--- src/rtl/smcm_pkg.sv ---
package smcm_pkg;

  localparam int SAMPLE_W = 16;
  localparam int VALUE_W  = 14;
  localparam int PROD_W   = SAMPLE_W + VALUE_W;
  localparam int PART_SHIFT = 7;
  localparam int CFG_W    = 16;
  localparam int DIV_CELLS = VALUE_W;

  localparam logic [7:0] STATUS_PITCH = 8'hE0;
  localparam logic [7:0] STATUS_CC    = 8'hB0;
  localparam logic [7:0] CHANNEL_BIAS = 8'hFF;

  typedef enum logic [2:0] {
    REG_IN_MIN,
    REG_IN_MAX,
    REG_OUT_MIN,
    REG_OUT_MAX,
    REG_CHANNEL,
    REG_MESSAGE_KIND,
    REG_CC_NUMBER,
    REG_CC_LSB_NUMBER
  } cfg_index_t;

  typedef enum logic {
    KIND_PITCH,
    KIND_CC
  } kind_t;

  typedef struct packed {
    logic signed [SAMPLE_W-1:0] in_min;
    logic signed [SAMPLE_W-1:0] in_max;
    logic [VALUE_W-1:0]         out_min;
    logic [VALUE_W-1:0]         out_max;
    logic [4:0]                 channel;
    kind_t                      message_kind;
    logic [6:0]                 cc_number;
    logic [6:0]                 cc_lsb_number;
  } cfg_t;

  // partial remainder, dividend bits still to shift in, quotient so far
  typedef struct packed {
    logic [SAMPLE_W-1:0] rem;
    logic [VALUE_W-1:0]  dvd;
    logic [VALUE_W-1:0]  q;
  } div_t;

  function automatic logic range_neg(input cfg_t c);
    return c.out_max < c.out_min;
  endfunction

  function automatic logic [VALUE_W-1:0] range_mag(input cfg_t c);
    return range_neg(c) ? c.out_min - c.out_max : c.out_max - c.out_min;
  endfunction

endpackage

--- src/rtl/smcm_front.sv ---
module smcm_front import smcm_pkg::*; (
  input  logic                clk,
  input  logic                rst,
  input  cfg_t                cfg,
  input  logic                in_valid,
  output logic                in_ready,
  input  logic [SAMPLE_W-1:0] sample,
  output logic                out_valid,
  input  logic                out_ready,
  output div_t                out_data
);

  logic                       valid0;
  logic [SAMPLE_W-1:0]        offset;
  logic                       valid1;
  logic [PROD_W-1:0]          prod;
  logic                       ready1;
  logic                       in_window;
  logic signed [SAMPLE_W:0]   diff;

  assign in_window = ($signed(sample) >= cfg.in_min) && ($signed(sample) <= cfg.in_max);
  assign diff      = $signed({sample[SAMPLE_W-1], sample})
                   - $signed({cfg.in_min[SAMPLE_W-1], cfg.in_min});

  assign ready1   = !valid1 || out_ready;
  assign in_ready = !valid0 || ready1;

  // out-of-window samples are dropped here
  always_ff @(posedge clk) begin
    if (rst) begin
      valid0 <= 1'b0;
    end else if (in_ready) begin
      valid0 <= in_valid && in_window;
    end
    if (in_ready) begin
      offset <= diff[SAMPLE_W-1:0];
    end
  end

  always_ff @(posedge clk) begin
    if (rst) begin
      valid1 <= 1'b0;
    end else if (ready1) begin
      valid1 <= valid0;
    end
    if (ready1) begin
      prod <= PROD_W'(range_mag(cfg)) * PROD_W'(offset);
    end
  end

  assign out_valid    = valid1;
  assign out_data.rem = prod[PROD_W-1:VALUE_W];
  assign out_data.dvd = prod[VALUE_W-1:0];
  assign out_data.q   = '0;

endmodule

--- src/rtl/smcm_div_cell.sv ---
module smcm_div_cell import smcm_pkg::*; (
  input  logic                clk,
  input  logic                rst,
  input  logic [SAMPLE_W-1:0] divisor,
  input  logic                in_valid,
  output logic                in_ready,
  input  div_t                in_data,
  output logic                out_valid,
  input  logic                out_ready,
  output div_t                out_data
);

  logic                valid;
  div_t                data;
  div_t                data_next;
  logic [SAMPLE_W:0]   trial;
  logic [SAMPLE_W:0]   diff;
  logic                fits;

  assign trial = {in_data.rem, in_data.dvd[VALUE_W-1]};
  assign diff  = trial - {1'b0, divisor};
  assign fits  = trial >= {1'b0, divisor};

  always_comb begin
    data_next.rem = fits ? diff[SAMPLE_W-1:0] : trial[SAMPLE_W-1:0];
    data_next.dvd = {in_data.dvd[VALUE_W-2:0], 1'b0};
    data_next.q   = {in_data.q[VALUE_W-2:0], fits};
  end

  assign in_ready = !valid || out_ready;

  always_ff @(posedge clk) begin
    if (rst) begin
      valid <= 1'b0;
    end else if (in_ready) begin
      valid <= in_valid;
    end
    if (in_ready) begin
      data <= data_next;
    end
  end

  assign out_valid = valid;
  assign out_data  = data;

endmodule

--- src/rtl/smcm_out.sv ---
module smcm_out import smcm_pkg::*; (
  input  logic               clk,
  input  logic               rst,
  input  cfg_t               cfg,
  input  logic               in_valid,
  output logic               in_ready,
  input  logic [VALUE_W-1:0] quotient,
  output logic               m_valid,
  input  logic               m_ready,
  output logic [23:0]        m_data,
  output logic               m_last
);

  logic               busy;
  logic               phase;
  logic [VALUE_W-1:0] val;
  logic [VALUE_W-1:0] val_next;
  logic [VALUE_W-1:0] step;
  logic [VALUE_W-1:0] mag;
  logic               in_zero;
  logic               last;
  logic [7:0]         status_byte;
  logic [7:0]         data_one;
  logic [7:0]         data_two;

  assign mag     = range_mag(cfg);
  assign in_zero = cfg.in_max == cfg.in_min;

  always_comb begin
    if (mag == '0) begin
      step = '0;
    end else if (in_zero) begin
      step = mag >> 1;
    end else begin
      step = quotient;
    end
    val_next = range_neg(cfg) ? cfg.out_min - step : cfg.out_min + step;
  end

  assign last = (cfg.message_kind == KIND_PITCH) || (cfg.cc_lsb_number == '0) || phase;
  assign in_ready = !busy || (m_ready && last);

  always_ff @(posedge clk) begin
    if (rst) begin
      busy  <= 1'b0;
      phase <= 1'b0;
    end else if (in_valid && in_ready) begin
      busy  <= 1'b1;
      phase <= 1'b0;
    end else if (busy && m_ready) begin
      if (last) begin
        busy <= 1'b0;
      end else begin
        phase <= 1'b1;
      end
    end
    if (in_valid && in_ready) begin
      val <= val_next;
    end
  end

  always_comb begin
    if (cfg.message_kind == KIND_PITCH) begin
      status_byte = STATUS_PITCH + {3'b000, cfg.channel} + CHANNEL_BIAS;
      data_one    = {1'b0, val[PART_SHIFT-1:0]};
      data_two    = {1'b0, val[VALUE_W-1:PART_SHIFT]};
    end else if (cfg.cc_lsb_number == '0) begin
      status_byte = STATUS_CC + {3'b000, cfg.channel} + CHANNEL_BIAS;
      data_one    = {1'b0, cfg.cc_number};
      data_two    = val[7:0];
    end else if (!phase) begin
      status_byte = STATUS_CC + {3'b000, cfg.channel} + CHANNEL_BIAS;
      data_one    = {1'b0, cfg.cc_number};
      data_two    = {1'b0, val[VALUE_W-1:PART_SHIFT]};
    end else begin
      status_byte = STATUS_CC + {3'b000, cfg.channel} + CHANNEL_BIAS;
      data_one    = {1'b0, cfg.cc_lsb_number};
      data_two    = {1'b0, val[PART_SHIFT-1:0]};
    end
  end

  assign m_valid = busy;
  assign m_data  = {data_two, data_one, status_byte};
  assign m_last  = last;

endmodule

--- src/rtl/scaled_midi_controller_mapper.sv ---
// path from an accepted sample to its first message on the master side
// (input register, multiply, 14 divider cells of one quotient bit each, output register)
// throughput: one sample per cycle while m_tready is high; the output register sends one
// message per cycle, so a sample that makes a controller pair stalls the chain for its second message
// reset: synchronous, clears all pipeline valid bits and loads the register defaults
module scaled_midi_controller_mapper import smcm_pkg::*; (
  input  logic                clk,
  input  logic                rst,
  input  logic                cfg_we,
  input  logic [2:0]          cfg_index,
  input  logic [CFG_W-1:0]    cfg_data,
  input  logic                s_tvalid,
  output logic                s_tready,
  input  logic [15:0]         s_tdata,  // sample_value
  output logic                m_tvalid,
  input  logic                m_tready,
  output logic [23:0]         m_tdata,  // status_byte, data_one, data_two
  output logic                m_tlast   // last_of_run
);

  cfg_t                cfg;
  logic [SAMPLE_W:0]   in_span;
  logic [SAMPLE_W-1:0] divisor;
  logic                chain_valid [DIV_CELLS+1];
  logic                chain_ready [DIV_CELLS+1];
  div_t                chain_data  [DIV_CELLS+1];

  always_ff @(posedge clk) begin
    if (rst) begin
      cfg.in_min        <= 16'sd0;
      cfg.in_max        <= 16'sd127;
      cfg.out_min       <= 14'd0;
      cfg.out_max       <= 14'd127;
      cfg.channel       <= 5'd1;
      cfg.message_kind  <= KIND_CC;
      cfg.cc_number     <= 7'd1;
      cfg.cc_lsb_number <= 7'd0;
    end else if (cfg_we) begin
      case (cfg_index_t'(cfg_index))
        REG_IN_MIN:        cfg.in_min        <= $signed(cfg_data[SAMPLE_W-1:0]);
        REG_IN_MAX:        cfg.in_max        <= $signed(cfg_data[SAMPLE_W-1:0]);
        REG_OUT_MIN:       cfg.out_min       <= cfg_data[VALUE_W-1:0];
        REG_OUT_MAX:       cfg.out_max       <= cfg_data[VALUE_W-1:0];
        REG_CHANNEL:       cfg.channel       <= cfg_data[4:0];
        REG_MESSAGE_KIND:  cfg.message_kind  <= kind_t'(cfg_data[0]);
        REG_CC_NUMBER:     cfg.cc_number     <= cfg_data[6:0];
        REG_CC_LSB_NUMBER: cfg.cc_lsb_number <= cfg_data[6:0];
        default: ;
      endcase
    end
  end

  assign in_span = {cfg.in_max[SAMPLE_W-1], cfg.in_max} - {cfg.in_min[SAMPLE_W-1], cfg.in_min};
  assign divisor = in_span[SAMPLE_W-1:0];

  smcm_front u_front (
    .clk       (clk),
    .rst       (rst),
    .cfg       (cfg),
    .in_valid  (s_tvalid),
    .in_ready  (s_tready),
    .sample    (s_tdata),
    .out_valid (chain_valid[0]),
    .out_ready (chain_ready[0]),
    .out_data  (chain_data[0])
  );

  for (genvar i = 0; i < DIV_CELLS; i++) begin : g_cell
    smcm_div_cell u_cell (
      .clk       (clk),
      .rst       (rst),
      .divisor   (divisor),
      .in_valid  (chain_valid[i]),
      .in_ready  (chain_ready[i]),
      .in_data   (chain_data[i]),
      .out_valid (chain_valid[i+1]),
      .out_ready (chain_ready[i+1]),
      .out_data  (chain_data[i+1])
    );
  end

  smcm_out u_out (
    .clk      (clk),
    .rst      (rst),
    .cfg      (cfg),
    .in_valid (chain_valid[DIV_CELLS]),
    .in_ready (chain_ready[DIV_CELLS]),
    .quotient (chain_data[DIV_CELLS].q),
    .m_valid  (m_tvalid),
    .m_ready  (m_tready),
    .m_data   (m_tdata),
    .m_last   (m_tlast)
  );

endmodule

--- config.mk ---
export PLATFORM = sky130hd
export DESIGN_NAME = scaled_midi_controller_mapper
export DESIGN_NICKNAME = d
export VERILOG_FILES = /design/src/rtl/smcm_pkg.sv /design/src/rtl/smcm_front.sv /design/src/rtl/smcm_div_cell.sv /design/src/rtl/smcm_out.sv /design/src/rtl/scaled_midi_controller_mapper.sv
export SDC_FILE = /design/constraint.sdc
export NUM_CORES = 2
export LEC_CHECK = 0
export ABC_AREA = 1
export CORE_ASPECT_RATIO = 0.8
export CORE_MARGIN = 1
export CORE_UTILIZATION = 25
export DETAILED_ROUTE_END_ITERATION = 8
export DONT_BUFFER_PORTS = 1
export MAX_ROUTING_LAYER = met4
export PLACE_DENSITY_LB_ADDON = 0.05
export SLEW_MARGIN = 20
export SYNTH_ARGS = -nofsm -noshare
export SYNTH_HDL_FRONTEND = slang
export SYNTH_SLANG_ARGS = --single-unit
export TNS_END_PERCENT = 10
--- constraint.sdc ---
create_clock -name clk -period 10.5 [get_ports clk]
set_clock_uncertainty 0.1 [all_clocks]
set_input_delay 1.05 -clock clk [delete_from_list [all_inputs] [get_ports clk]]
set_output_delay 1.05 -clock clk [all_outputs]
set_load 0.01 [all_outputs]
Yosys cells after proc, flatten, opt, wreduce, memory -nomap -nowiden:

Cells that the tools add are included.

* register bits after elaboration: 562
* bits of input ports: 40
* output and inout port bits: 27
* logic and storage cells: 204

* $add $sub $neg: 23
* $mul: 1
* order comparisons: 17
* eq/ne operators: 8
* mux-type cells: 27
* bitwise logic cells: 2
* reductions and logical operators: 57

Operators by type and width (count)
* subtractor 16 bit: 15
* >= comparator 17 x 16 -> 1 bit: 14
* two-way mux 16 bit: 13
* two-way mux 14 bit: 4
* subtractor 14 bit: 3
* two-way mux 8 bit: 5
* multiplier 14 x 16 -> 30 bit: 1
* AND reduction 2 bit: 10
* logical OR 1 bit: 19
* zero test 1 bit: 17
* adder 8 bit (second input constant): 2
* == test 16 bit: 1
* >= comparator 16 bit: 1
* less-or-equal comparator 16 bit: 1
* adder 14 bit: 1
* zero test 14 bit: 1
* < comparator 14 bit: 1
* two-way mux 7 bit: 2
* == test 3 bit (second input constant): 4
* adder 8 x 5 -> 8 bit (first input constant): 1
* adder 6 x 6 -> 7 bit (first input constant): 1
* zero test 7 bit: 1
* == test 3 x 2 -> 1 bit (second input constant): 2
* logical AND 1 bit: 5
* other kinds (6): 10

Depth between registers and ports, before layout:

* word-level depth: 21
* mapped depth: 38
* depth with buffers taken out: 37

By module:

A second synthesis with hierarchy kept.

* cell total of the unflattened synthesis: 7209
* area, all modules: 57453.9 sq um

By module, submodules not included
* smcm_div_cell at g_cell[0].u_cell ...: instances 12, cells each 315, area each 2698.8 sq um, seq. area each 1311.3 sq um
* smcm_front: instances 1, cells each 1514, area each 11815.1 sq um, seq. area each 1421.4 sq um
* smcm_div_cell at g_cell[1].u_cell ...: instances 2, cells each 319, area each 2657.5 sq um, seq. area each 1311.3 sq um
* smcm_out: instances 1, cells each 732, area each 4191.5 sq um, seq. area each 460.4 sq um
* scaled_midi_controller_mapper: instances 1, cells each 545, area each 3746.1 sq um, seq. area each 1601.5 sq um

Worst setup path after synthesis:

No wires, ideal clock.

* path type: in2out
* start: input port m_tready
* end: output port s_tready
* arrival: 6561 ps
* required time: 9350 ps
* setup slack: 2789 ps
* stages on the path: 10
* path buffers: 0
* cells stage by stage: nand2_1 nand4_1 nor2_1 nand4_1 nor2_1 nand4_1 nor2_2 nand3_2 nor2_2 nand3_1

* word-level cells in the longest chain between the ends: 18

Ends and longest elaborated chain
* start, declared: RTL line scaled_midi_controller_mapper.sv:16 `input logic m_tready,`
* logical AND 1 bit: RTL line smcm_out.sv:41 `assign in_ready = !busy || (m_ready && last);`
* logical OR 1 bit: RTL line smcm_out.sv:41
* logical OR 1 bit (2 in a row): RTL line smcm_div_cell.sv:30 `assign in_ready = !valid || out_ready;`
* via g_cell[11].u_cell.out_ready: RTL line smcm_div_cell.sv:9 `input logic out_ready,`
* logical OR 1 bit (4 in a row): RTL line smcm_div_cell.sv:30
* via g_cell[7].u_cell.out_ready: RTL line smcm_div_cell.sv:9
* logical OR 1 bit (4 in a row): RTL line smcm_div_cell.sv:30
* via g_cell[3].u_cell.out_ready: RTL line smcm_div_cell.sv:9
* logical OR 1 bit (3 in a row): RTL line smcm_div_cell.sv:30
* via g_cell[0].u_cell.out_ready: RTL line smcm_div_cell.sv:9
* logical OR 1 bit: RTL line smcm_div_cell.sv:30
* logical OR 1 bit: RTL line smcm_front.sv:25 `assign ready1 = !valid1 || out_ready;`
* logical OR 1 bit: RTL line smcm_front.sv:26 `assign in_ready = !valid0 || ready1;`
* end, declared: RTL line scaled_midi_controller_mapper.sv:13 `output logic s_tready,`

The timed path passes the listed nets, and every way through them passes these cells.

Final worst setup path:

* start: register, netlist name cfg[20]
* end: register u_front.prod[27] (data pin)

* word-level cells in the longest chain between the ends: 3
* elaborated cells between the ends (all ways): 5
* those cells by class: 2 x add/sub; 1 x mul; 1 x order compare; 1 x mux

Ends and longest elaborated chain
* subtractor 14 bit / < comparator 14 bit (equally long branches): RTL line smcm_pkg.sv:53, smcm_pkg.sv:49
* two-way mux 14 bit *: RTL line smcm_pkg.sv:53 `return range_neg(c) ? c.out_min - c.out_max : c.out_max - c.out_min;`
* multiplier 14 x 16 -> 30 bit *: RTL line smcm_front.sv:47 `prod <= PROD_W'(range_mag(cfg)) * PROD_W'(offset);`
* end signal, assigned: RTL line smcm_front.sv:47
* end, declared: RTL line smcm_front.sv:16 `logic [PROD_W-1:0] prod;`

Every way passes the cells marked *; elsewhere a longest branch is shown, timed or not.
A chain may end at the register's enable or synchronous reset.

==> results_dict.tcl <==
set metrics [dict create \
    outcome "completed" \
    clkLatencyLatePin_ns 0.68 \
    placed_cells_incl_taps 6505 \
    num-nets-final 5082 \
    fp.dieW_um 452.4 \
    cts_sinks 562 \
    fill_cells 17090 \
    fmax_ghz 0.1178 \
    hold-path-endpoint "g_cell[11].u_cell.out_data[2]" \
    synthMostInstantiatedCell "nand2_1" \
    syn_area_um2 40570 \
    vias 30220 \
    ant_nets 0 \
    grt_start_max_net_pins 43 \
    hold-worst-slack_ns 0.2978 \
    synth_top_area_cell "edfxtp_1" \
    start_util 0.2531 \
    die_h_um 362.3 \
    async_flop_share 0 \
    ys_warn_count 0 \
    slew_viol_final 0 \
    final_cells 6639 \
    hp-start "g_cell[10].u_cell.out_data[1]" \
    avgSynthCellArea_um2 9.163 \
    synthesis.instances 4428 \
    clockBufferDepth 3 \
    slew_headroom 0.3181 \
    stdcell_area_um2 45800 \
    grt_usage 0.1649 \
    r2r_end "u_front.prod[27]" \
    yosysSeqAreaShare 0.3918 \
    gp_congestion 0.8177 \
    min_path_type "flop to flop" \
    cts_resized 0 \
    start_kind "flop" \
    fp.coreArea_um2 160300 \
    cts.clk_slew.worst_paths_ns 0.06 \
    setup_viol 0 \
    required_ns 10.81 \
    crit_top_cell "fa_1" \
    n_antenna_cell 0 \
    finalCritPeriodShare 0.8084 \
    place_area_um2 43410 \
    cts_made_buffers 73 \
    io_pins 67 \
    root_buffer "clkbuf_16" \
    area_growth_pct 12.88 \
    ys_top_cells_by_count "780 x nand2_1, 526 x a21oi_1, 497 x inv_1" \
    drtIter0Drc 1818 \
    drt_pass1_iterations 5 \
    grt_pass1_vias 30860 \
    worstSetupEndpointType "flop" \
    drive_gt1_frac 0.05298 \
    min_period_ns 8.489 \
    die_area_um2 163900 \
    ctsHoldBuffers 0 \
    io_buffer_count 0 \
    vias_per_cell 4.552 \
    synthTopCellsByArea "edfxtp_1 34%, ha_1 13%, fa_1 9.0%" \
    crit_fanout 21 \
    tightest_slew_ns 1.020 \
    grt_overflow 0 \
    rsz0062_at_grt "false" \
    tritoncts "built" \
    hold_depth 0 \
    criticalPathCategory "flop to flop" \
    synth.net_count 5058 \
    postCtsSetupBuffers 0 \
    antenna_found_initial 7 \
    synth_edf_count 464 \
    synthFlopType "edfxtp_1" \
    dp_hpwl_um 99040 \
    wl_per_cell_um 19.62 \
    slowest_stage "fa_1" \
    timing.reg2reg.setup_slack_ns 2.01 \
    worstPathArrival_ns 8.80 \
    crit_path_max_incr_delay_ns 0.55 \
    drt-total-wl_um 130200 \
    synth.distinct_cells 66 \
    grt_pass1_wl_um 199100 \
    num_rows 131 \
    synthDominantCellAreaShare 0.3434 \
    hold_violations 0 \
    cap_violations 0 \
    htree_levels 3 \
    ys_seq_elements 562 \
    reg2reg_depth 33 \
    timing.rr.start "cfg[20]" \
    tns_ns 0 \
    route.detailed.drc 0 \
]
[area by class of cell]
type | count | area [um2] | share of cell area
Multi-Input combinational cell | 3261 | 22590 | 0.4933
Clock buffer | 93 | 1902 | 0.04153
Sequential cell | 562 | 15900 | 0.3471
Timing Repair Buffer | 47 | 352.8 | 0.007704
Clock inverter | 41 | 489.2 | 0.01068
Inverter | 507 | 1903 | 0.04155
Tap cell | 2128 | 2663 | 0.05814
[cell families after synthesis]
group,synth area share
simple gates,0.1507
xor+xnor,0.05785
mux,0.003762
buf+inv,0.05730
flops,0.3918
compound gates,0.1226
fa+ha+maj,0.2158
other cells,0.0001851
[sequential cells by signal (all words and copies together), names as in the netlist]
| signal | flops |
|---|---|
| g_cell.u_cell.out_data | 404 |
| cfg | 80 |
| u_front.prod | 30 |
| u_front.offset | 16 |
| g_cell.u_cell.out_valid | 14 |
| u_out.val | 14 |
| u_front.out_valid | 1 |
| u_front.valid0 | 1 |
| u_out.m_valid | 1 |
| u_out.phase | 1 |
[layer usage]
metal,up-vias,routed length [um],GRT usage
met5,-,0,-
li1,15170,-,-
met1,14530,70330,0.2469
met3,129,4509,0.02375
met2,402,53250,0.2327
met4,0,2147,0.03250
[cells in the final DEF (no fill, tap or decap), types with 10 or more instances in the layout]
master | netlist | final
inv_1 | 497 | 496
nor3_1 | 36 | 36
o21ai_1 | 11 | 11
o21a_1 | 13 | 13
mux2_2 | 10 | 10
clkinv_1 | 6 | 15
a21oi_1 | 526 | 526
a211oi_1 | 10 | 10
o21ai_0 | 228 | 228
clkbuf_1 | 77 | 20
nor2_1 | 421 | 421
o211ai_1 | 29 | 29
buf_4 | 3 | 47
nand2_2 | 17 | 17
a31oi_1 | 12 | 12
xor2_1 | 118 | 110
ha_1 | 407 | 407
dfxtp_1 | 98 | 98
clkbuf_16 | 0 | 73
fa_1 | 183 | 183
nand3_1 | 136 | 136
xnor2_1 | 150 | 144
nand4_1 | 42 | 42
nand2_1 | 780 | 780
o21bai_1 | 18 | 18
edfxtp_1 | 464 | 464
[critical path: cells and delay by family (launching register included)]
kind,cells,cell delay (ns)
fa+ha+maj,9,4.05
buf+inv,7,0.88
flops,1,0.31
xor+xnor,1,0.15
compound gates,2,0.25
simple gates,14,2.41
[through the flow]
stage          setup WS [ns]  utilization
6_report               2.011       0.2857
2_1_floorplan          2.789            -
4_1_cts                2.029       0.2857
3_3_place_gp           2.192       0.2708
3_5_place_dp           2.081       0.2708
5_1_grt                1.332       0.2857
[worst max path at each step]
stage	startpoint	to	slack, ns
floorplan	m_tready	s_tready	2.79
global placement	cfg[20]	u_front.prod[27]	2.19
detailed placement	cfg[20]	u_front.prod[27]	2.08
CTS	cfg[20]	u_front.prod[27]	2.03
global route	cfg[20]	u_front.prod[27]	1.33
finish	cfg[20]	u_front.prod[27]	2.01
Power is not shown: default switching activity piles up to over one toggle a cycle in this logic, so the estimate is an artifact.
